File: src/hdl/des_round_key_schedule_core_defines.svh
// Assertion helpers for the DES round key schedule core.
`ifndef DES_ROUND_KEY_SCHEDULE_CORE_DEFINES_SVH
`define DES_ROUND_KEY_SCHEDULE_CORE_DEFINES_SVH

// Checked on every edge outside reset.
`define RKS_ASSERT(lbl, prop, msg) \
  lbl: assert property (@(posedge clk_i) disable iff (!rst_ni) prop) else $error(msg);

// Checked on every edge, reset included.
`define RKS_ASSERT_ALWAYS(lbl, prop, msg) \
  lbl: assert property (@(posedge clk_i) prop) else $error(msg);

`endif

File: src/hdl/des_rks_pkg.sv
package des_rks_pkg;

  localparam int RKS_MAX_ROUNDS = 16;
  localparam int KEY_W          = 64;
  localparam int CD_W           = 56;
  localparam int HALF_W         = 28;
  localparam int SUBKEY_W       = 48;
  localparam int ROUND_W        = 5;
  localparam int CFG_IDX_W      = 1;
  localparam int CFG_DATA_W     = 5;

  // config register indexes
  localparam logic [CFG_IDX_W-1:0] CFG_ROUND_COUNT   = 1'b0;
  localparam logic [CFG_IDX_W-1:0] CFG_REVERSE_ORDER = 1'b1;

  localparam logic [ROUND_W-1:0] ROUND_COUNT_RESET = 5'd16;

  localparam logic [7:0] PC1 [CD_W] = '{
    8'd57, 8'd49, 8'd41, 8'd33, 8'd25, 8'd17, 8'd9,  8'd1,  8'd58, 8'd50, 8'd42, 8'd34,
    8'd26, 8'd18, 8'd10, 8'd2,  8'd59, 8'd51, 8'd43, 8'd35, 8'd27, 8'd19, 8'd11, 8'd3,
    8'd60, 8'd52, 8'd44, 8'd36, 8'd63, 8'd55, 8'd47, 8'd39, 8'd31, 8'd23, 8'd15, 8'd7,
    8'd62, 8'd54, 8'd46, 8'd38, 8'd30, 8'd22, 8'd14, 8'd6,  8'd61, 8'd53, 8'd45, 8'd37,
    8'd29, 8'd21, 8'd13, 8'd5,  8'd28, 8'd20, 8'd12, 8'd4
  };

  localparam logic [7:0] PC2 [SUBKEY_W] = '{
    8'd14, 8'd17, 8'd11, 8'd24, 8'd1,  8'd5,  8'd3,  8'd28, 8'd15, 8'd6,  8'd21, 8'd10,
    8'd23, 8'd19, 8'd12, 8'd4,  8'd26, 8'd8,  8'd16, 8'd7,  8'd27, 8'd20, 8'd13, 8'd2,
    8'd41, 8'd52, 8'd31, 8'd37, 8'd47, 8'd55, 8'd30, 8'd40, 8'd51, 8'd45, 8'd33, 8'd48,
    8'd44, 8'd49, 8'd39, 8'd56, 8'd34, 8'd53, 8'd46, 8'd42, 8'd50, 8'd36, 8'd29, 8'd32
  };

  // one stored subkey with the round it belongs to
  typedef struct packed {
    logic [SUBKEY_W-1:0] key;
    logic [ROUND_W-1:0]  round;
  } rks_slot_t;

  function automatic logic [CD_W-1:0] pc1_sel(input logic [KEY_W-1:0] k);
    logic [CD_W-1:0] cd;
    for (int i = 0; i < CD_W; i++) begin
      cd[CD_W-1-i] = k[KEY_W - int'(PC1[i])];
    end
    return cd;
  endfunction

  function automatic logic [SUBKEY_W-1:0] pc2_sel(input logic [CD_W-1:0] cd);
    logic [SUBKEY_W-1:0] k;
    for (int j = 0; j < SUBKEY_W; j++) begin
      k[SUBKEY_W-1-j] = cd[CD_W - int'(PC2[j])];
    end
    return k;
  endfunction

  // total left rotation of each half after rounds 1..r
  function automatic int cum_shift(input int r);
    int s;
    s = 0;
    for (int i = 0; i < r; i++) begin
      s += (i == 0 || i == 1 || i == 8 || i == 15) ? 1 : 2;
    end
    return s;
  endfunction

  function automatic logic [HALF_W-1:0] rotl_half(input logic [HALF_W-1:0] h, input int amt);
    logic [2*HALF_W-1:0] dbl;
    dbl = {h, h} << amt;
    return dbl[2*HALF_W-1:HALF_W];
  endfunction

endpackage

File: src/hdl/des_rks_if.sv
// key channel
interface des_rks_key_if
  import des_rks_pkg::*;
();
  logic             valid;
  logic             ready;
  logic [KEY_W-1:0] cipher_key;

  modport source (output valid, output cipher_key, input ready);
  modport sink   (input valid, input cipher_key, output ready);
endinterface

// subkey channel
interface des_rks_sub_if
  import des_rks_pkg::*;
();
  logic                valid;
  logic                ready;
  logic [SUBKEY_W-1:0] subkey;
  logic [ROUND_W-1:0]  round_number;
  logic                last_key;

  modport source (output valid, output subkey, output round_number, output last_key,
                  input ready);
  modport sink   (input valid, input subkey, input round_number, input last_key,
                  output ready);
endinterface

File: src/hdl/des_rks_cell.sv
// One slot of the subkey row. Loads its own round's subkey from C||D,
// then passes it one place per transfer toward the output end.
module des_rks_cell
  import des_rks_pkg::*;
#(
  parameter int ROUND = 1
) (
  input  logic            clk_i,
  input  logic            load_i,
  input  logic            shift_i,
  input  logic            rev_i,
  input  logic [CD_W-1:0] cd_i,
  input  rks_slot_t       lo_i,
  input  rks_slot_t       hi_i,
  output rks_slot_t       slot_o
);

  localparam int ROT = cum_shift(ROUND);

  rks_slot_t       slot_q, slot_d;
  logic [CD_W-1:0] cd_rot;

  assign cd_rot = {rotl_half(cd_i[CD_W-1:HALF_W], ROT), rotl_half(cd_i[HALF_W-1:0], ROT)};

  always_comb begin
    slot_d = slot_q;
    if (load_i) begin
      slot_d.key   = pc2_sel(cd_rot);
      slot_d.round = ROUND_W'(ROUND);
    end else if (shift_i) begin
      slot_d = rev_i ? lo_i : hi_i;
    end
  end

  always_ff @(posedge clk_i) begin
    slot_q <= slot_d;
  end

  assign slot_o = slot_q;

endmodule

File: src/hdl/des_round_key_schedule_core.sv
// DES round key schedule. Each key transferred in yields n subkeys, where n
// is round_count (0 or anything above MAX_ROUNDS counts as MAX_ROUNDS), one
// per cycle while the subkey channel is ready, with the round number and a
// last marker. All n subkeys are formed at once when the key is taken, into
// a row of MAX_ROUNDS cells, and then leave the row one per subkey transfer.
// The next key is taken in the cycle the current one's last subkey transfers,
// so a steady stream runs with no gap. With reverse_order set the subkeys
// come out from round n down to round 1. Configuration is to be written by
// the user only while no subkeys are pending; the block does not enforce it.
module des_round_key_schedule_core
  import des_rks_pkg::*;
#(
  parameter int MAX_ROUNDS = RKS_MAX_ROUNDS
) (
  input  logic                  clk_i,
  input  logic                  rst_ni,
  des_rks_key_if.sink           key_in,
  des_rks_sub_if.source         sub_out,
  input  logic                  cfg_we_i,
  input  logic [CFG_IDX_W-1:0]  cfg_idx_i,
  input  logic [CFG_DATA_W-1:0] cfg_wdata_i
);

`include "des_round_key_schedule_core_defines.svh"

  localparam int CNT_W = $clog2(MAX_ROUNDS + 1);
  localparam int IDX_W = (MAX_ROUNDS > 1) ? $clog2(MAX_ROUNDS) : 1;

  // configuration registers
  logic [ROUND_W-1:0] round_count_q;
  logic               reverse_q;

  always_ff @(posedge clk_i or negedge rst_ni) begin
    if (!rst_ni) begin
      round_count_q <= ROUND_COUNT_RESET;
      reverse_q     <= 1'b0;
    end else if (cfg_we_i) begin
      unique case (cfg_idx_i)
        CFG_ROUND_COUNT:   round_count_q <= cfg_wdata_i[ROUND_W-1:0];
        CFG_REVERSE_ORDER: reverse_q     <= cfg_wdata_i[0];
        default: ;
      endcase
    end
  end

  // effective run length; zero or over-range means a full run
  logic [ROUND_W-1:0] eff_round;
  logic [CNT_W-1:0]   eff_n;
  logic [CNT_W-1:0]   last_pos;
  logic [IDX_W-1:0]   last_idx;

  assign eff_round = (round_count_q == '0 || round_count_q > ROUND_W'(MAX_ROUNDS)) ?
                     ROUND_W'(MAX_ROUNDS) : round_count_q;
  assign eff_n     = eff_round[CNT_W-1:0];
  assign last_pos  = eff_n - CNT_W'(1);
  assign last_idx  = last_pos[IDX_W-1:0];

  // pending subkeys of the current key
  logic [CNT_W-1:0] cnt_q, cnt_d;
  logic             in_xfer, out_xfer;

  assign out_xfer     = sub_out.valid && sub_out.ready;
  assign key_in.ready = (cnt_q == '0) || (cnt_q == CNT_W'(1) && sub_out.ready);
  assign in_xfer      = key_in.valid && key_in.ready;

  always_comb begin
    cnt_d = cnt_q;
    if (in_xfer) begin
      cnt_d = eff_n;
    end else if (out_xfer) begin
      cnt_d = cnt_q - CNT_W'(1);
    end
  end

  always_ff @(posedge clk_i or negedge rst_ni) begin
    if (!rst_ni) begin
      cnt_q <= '0;
    end else begin
      cnt_q <= cnt_d;
    end
  end

  // cell row: cell i holds round i+1 after a load. Forward runs drain
  // toward cell 0; reverse runs drain toward the top and read cell n-1.
  logic [CD_W-1:0] cd_key;
  rks_slot_t       slots [MAX_ROUNDS];
  logic            shift;

  assign cd_key = pc1_sel(key_in.cipher_key);
  assign shift  = out_xfer && !in_xfer;

  for (genvar i = 0; i < MAX_ROUNDS; i++) begin : g_cell
    rks_slot_t lo, hi;
    if (i == 0) begin : g_lo_end
      assign lo = '0;
    end else begin : g_lo
      assign lo = slots[i-1];
    end
    if (i == MAX_ROUNDS - 1) begin : g_hi_end
      assign hi = '0;
    end else begin : g_hi
      assign hi = slots[i+1];
    end

    des_rks_cell #(
      .ROUND (i + 1)
    ) u_cell (
      .clk_i   (clk_i),
      .load_i  (in_xfer),
      .shift_i (shift),
      .rev_i   (reverse_q),
      .cd_i    (cd_key),
      .lo_i    (lo),
      .hi_i    (hi),
      .slot_o  (slots[i])
    );
  end

  rks_slot_t head;
  assign head = reverse_q ? slots[last_idx] : slots[0];

  assign sub_out.valid        = (cnt_q != '0);
  assign sub_out.subkey       = head.key;
  assign sub_out.round_number = head.round;
  assign sub_out.last_key     = (cnt_q == CNT_W'(1));

  `RKS_ASSERT(a_load_count, in_xfer |=> cnt_q == $past(eff_n), "run length not loaded")
  `RKS_ASSERT(a_no_early_key, (cnt_q > CNT_W'(1)) |-> !key_in.ready, "key taken mid-run")
  `RKS_ASSERT(a_count_down, out_xfer && !sub_out.last_key |=> cnt_q == $past(cnt_q) - 1'b1,
              "pending count did not step")
  `RKS_ASSERT(a_fwd_order, out_xfer && !sub_out.last_key && !reverse_q |=>
              sub_out.round_number == $past(sub_out.round_number) + 1'b1,
              "forward rounds out of order")

endmodule
File: src/flat_wrapper.sv
// flat-port wrapper written by rule: the top's interface ports become plain ports
module des_round_key_schedule_core_flat import des_rks_pkg::*;
#(
  parameter int MAX_ROUNDS = RKS_MAX_ROUNDS
)
  (clk_i, rst_ni, cfg_we_i, cfg_idx_i, cfg_wdata_i, key_in_valid, key_in_cipher_key, key_in_ready, sub_out_valid, sub_out_subkey, sub_out_round_number, sub_out_last_key, sub_out_ready);
  des_rks_key_if key_in_i ();
  des_rks_sub_if sub_out_i ();
  input  logic clk_i;
  input  logic rst_ni;
  input  logic cfg_we_i;
  input  logic [CFG_IDX_W-1:0] cfg_idx_i;
  input  logic [CFG_DATA_W-1:0] cfg_wdata_i;
  input wire logic [$bits(key_in_i.valid)-1:0] key_in_valid;
  input wire logic [$bits(key_in_i.cipher_key)-1:0] key_in_cipher_key;
  output wire logic [$bits(key_in_i.ready)-1:0] key_in_ready;
  output wire logic [$bits(sub_out_i.valid)-1:0] sub_out_valid;
  output wire logic [$bits(sub_out_i.subkey)-1:0] sub_out_subkey;
  output wire logic [$bits(sub_out_i.round_number)-1:0] sub_out_round_number;
  output wire logic [$bits(sub_out_i.last_key)-1:0] sub_out_last_key;
  input wire logic [$bits(sub_out_i.ready)-1:0] sub_out_ready;
  assign key_in_i.valid = key_in_valid;
  assign key_in_i.cipher_key = key_in_cipher_key;
  assign key_in_ready = key_in_i.ready;
  assign sub_out_valid = sub_out_i.valid;
  assign sub_out_subkey = sub_out_i.subkey;
  assign sub_out_round_number = sub_out_i.round_number;
  assign sub_out_last_key = sub_out_i.last_key;
  assign sub_out_i.ready = sub_out_ready;
  des_round_key_schedule_core #(.MAX_ROUNDS(MAX_ROUNDS)) u_core (.clk_i(clk_i), .rst_ni(rst_ni), .key_in(key_in_i), .sub_out(sub_out_i), .cfg_we_i(cfg_we_i), .cfg_idx_i(cfg_idx_i), .cfg_wdata_i(cfg_wdata_i));
endmodule
File: config.mk
export PLATFORM = sky130hd
export DESIGN_NAME = des_round_key_schedule_core_flat
export DESIGN_NICKNAME = d
export VERILOG_FILES = /design/src/hdl/des_rks_pkg.sv /design/src/hdl/des_rks_if.sv /design/src/hdl/des_rks_cell.sv /design/src/hdl/des_round_key_schedule_core.sv /design/src/flat_wrapper.sv
export VERILOG_INCLUDE_DIRS = /design/src /design/src/hdl
export SDC_FILE = /design/constraint.sdc
export NUM_CORES = 2
export LEC_CHECK = 0
export ABC_AREA = 1
export BUFFER_PORTS_ARGS = -buffer_cell sky130_fd_sc_hd__buf_2
export CELL_PAD_IN_SITES_DETAIL_PLACEMENT = 0
export CELL_PAD_IN_SITES_GLOBAL_PLACEMENT = 1
export CORE_MARGIN = 2
export CORE_UTILIZATION = 30
export CTS_BUF_LIST = sky130_fd_sc_hd__clkbuf_16
export DETAILED_ROUTE_END_ITERATION = 16
export GPL_ROUTABILITY_DRIVEN = 0
export PLACE_DENSITY_LB_ADDON = 0.1
export SYNTH_ARGS = -nofsm -noshare
export SYNTH_HDL_FRONTEND = slang
export SYNTH_SLANG_ARGS = --single-unit
File: constraint.sdc
create_clock -name clk_i -period 14.25 [get_ports clk_i]
set_clock_uncertainty 0.05 [all_clocks]
set_input_delay 2.1375 -clock clk_i [delete_from_list [all_inputs] [get_ports clk_i]]
set_output_delay 2.1375 -clock clk_i [all_outputs]
set_load 0.02 [all_outputs]
==> reports/metrics.cfg <==
[status]
status=complete, no violations

[routing]
routed_wl_mm=195
via_count=45200
drt-initial-drc-count=3970
drt_pass1_iterations=5
via_per_inst=5.19
antenna_left=0
wire_per_inst_um=22.4
drc=0

[sta]
max-slew-margin-rel=0.215
max_freq_ghz=0.100
rsz0062_at_grt=false
hold_viol_final=0
fin_crit_sh=0.700
holdWs_ns=0.434
period_minus_slack_ns=9.98
setup_viol=0
report.final.slew_viol_count=0
worstMarginPinSlew_ns=1.17
fin_tns_setup_ns=0

[yosys]
synthesis.nets=6712
syn_area_mm2=0.0504
synthXorXnorAreaFrac=0.000347
synth-seq-cells=859
synthMuxAreaShare=0
synth_compound_area_frac=0.166
synthAdderAreaFrac=0.00124
yosys.area.top_type=edfxtp_1
yosysSeqAreaShare=0.494
yosysWarnings=0
synth.area.top_cells=edfxtp_1 (46%), o21ai_0 (14%), nand2_1 (13%), nand3_1 (9.6%), inv_1 (6.6%)
synth_top_area_share=0.457
syn_area_per_cell_um2=7.61
synth_top_family_by_area=simple AND/OR/NAND/NOR gates
synthSimpleGateAreaFrac=0.226
synthCells=6632
ys_types=26

[critical_path]
endpoint_kind=primary output
path_class=reg2out
critPathRequiredTime_ns=12.06
worstSetupStartpointType=flip-flop
crit_path_max_fanout=82
cp.arrival_ns=7.79

[cells_and_area]
multi_input_area_mm2=0.0200
stdcell_count=8721
area.growth.synth_to_final_pct=11.0
nets=6500
layout-drive-gt1-share=0.0616
layout_commonest_cell=nand2_1
final_cell_mix=nand2_1 (1689), o21ai_0 (1453), nand3_1 (964), inv_1 (903), edfxtp_1 (768)
n_fill_cell=18000
post-route-util=0.335
final_cell_area_mm2=0.0560
seqCellArea_mm2=0.0249

[clock_network]
clk_latency_ns=0.74
cts_setup_buffers=0
cts-buffers-inserted=112
clock_path_buffers=3
path_clk_slew_ns=0.06
cts-root-buf=clkbuf_16
cts_hold_buf=0
cts_resized=0
htreeDepth=3
cts.sinks=859
tritoncts=done

[power_and_ir_drop]
max-vdd-ir-drop_mv=0.103
p_leak_uw=0.0239
p_per_area_mw_per_mm2=211

[place]
io_buffers=122
hpwl_mm=100
place_area_mm2=0.0525
dp_cells=8510

[floorplan]
coreArea_mm2=0.167
rows=150
die_y_um=414
dieArea_mm2=0.171
start_util=0.302
fp.dieW_um=414
ios=131

[hold_path]
hold_path.class=reg2reg

[global_route]
grt_overflow_total=0
grt_pass1_vias=44000
antenna_found_initial=27
track_usage=0.221
grt_max_degree=225
grt_pass1_wl_mm=289

[job]
drv_cap=0

[through the flow]
step / power, uW / setup slack, ns
after floorplan: 7790 / 1.67
after global placement: 9110 / 4.94
after detailed placement: 9110 / 4.96
after CTS: 12000 / 4.12
after global routing: 12700 / 3.94
final: 11800 / 4.27
[sequential cells by signal (all words and copies together), names as in the netlist]
| register | count |
|---|---|
| u_core.g_cell.u_cell.slot_o | 848 |
| u_core.cnt_q | 5 |
| u_core.round_count_q | 5 |
| u_core.reverse_q | 1 |
[cell type report]
class	count	area share
sequential	859	0.445
multi-input combinational	4336	0.357
inverter	887	0.0600
antenna	4	0.000179
timing repair buffer	224	0.0259
clock inverter	93	0.0113
clock buffer	114	0.0509
tap	2204	0.0492
[synthesized netlist by cell type]
master    number
inv_1        883
dfrtp_1       10
a21oi_1       40
ha_1           5
a31oi_1        2
dfxtp_1       80
clkbuf_1     345
buf_4         15
nand3_2        1
nand2_1     1706
dfstp_2        1
nand2_2        2
clkinv_1       1
nand3_1      964
edfxtp_1     768
a21boi_2       1
buf_1         50
nor2_2         2
inv_2          3
xor2_1         2
buf_2        140
nand4_1        2
o31ai_1       97
o21ai_0     1453
o211ai_1      20
nor2_1        39
[critical path, cell delays in order, from the launching register on]
cell,delay [ns]
dfrtp_4,0.97
inv_1,0.20
nand4_1,0.12
ha_1,0.35
inv_8,0.55
nand2_4,0.50
ha_4,0.83
buf_4,0.64
buf_4,0.88
buf_4,0.76
nand3_1,0.16
nand3_1,0.12
nand3_1,0.10
nand2_1,0.12
nand2_1,0.06
nand2_1,0.27
buf_2,0.26
[where the power goes]
part | total (uW) | leakage, uW | internal (uW) | switching [uW]
registers | 4670 | 0.00862 | 4170 | 502
logic | 4380 | 0.0135 | 1220 | 3160
clock network | 2780 | 0.00180 | 1590 | 1190
total | 11800 | 0.0239 | 6990 | 4840
[kinds of logic (layout without fill, tap and decap cells)]
family,Yosys count,count (layout)
AND/OR/NAND/NOR,2716,2716
flip-flops,859,859
other,0,4
adder cells (fa/ha/maj),5,5
XOR/XNOR,2,2
AO/OA/AOI/OAI,1613,1613
buffers and inverters,1437,1318
[worst paths after layout]
path                                                     from                                   to  slack, ns  depth (start not counted)
setup / recovery                      u_core.round_count_q[0]                    sub_out_subkey[3]       4.27                         16
hold / removal             u_core.g_cell[15].u_cell.slot_o[4]   u_core.g_cell[15].u_cell.slot_o[4]       0.43                          2
setup reg to reg                              u_core.cnt_q[0]  u_core.g_cell[14].u_cell.slot_o[24]       8.99                         11
hold reg to reg            u_core.g_cell[15].u_cell.slot_o[4]   u_core.g_cell[15].u_cell.slot_o[4]       0.43                          2
max in group asynchronous                              rst_ni              u_core.round_count_q[4]      12.62                          1
min in group asynchronous                              rst_ni                      u_core.cnt_q[0]       1.24                          1
[metal layers]
| layer | wire length, um | up-vias | share of wire | track usage |
|---|---|---|---|---|
| met1 | 88200 | 22300 | 0.45 | 0.294 |
| met5 | 0 | - | 0 | 0 |
| met3 | 8470 | 254 | 0.043 | 0.0251 |
| met2 | 92900 | 999 | 0.48 | 0.379 |
| li1 | - | 21700 | - | - |
| met4 | 5510 | 0 | 0.028 | 0.0604 |
(Power assumes the default switching activity.)
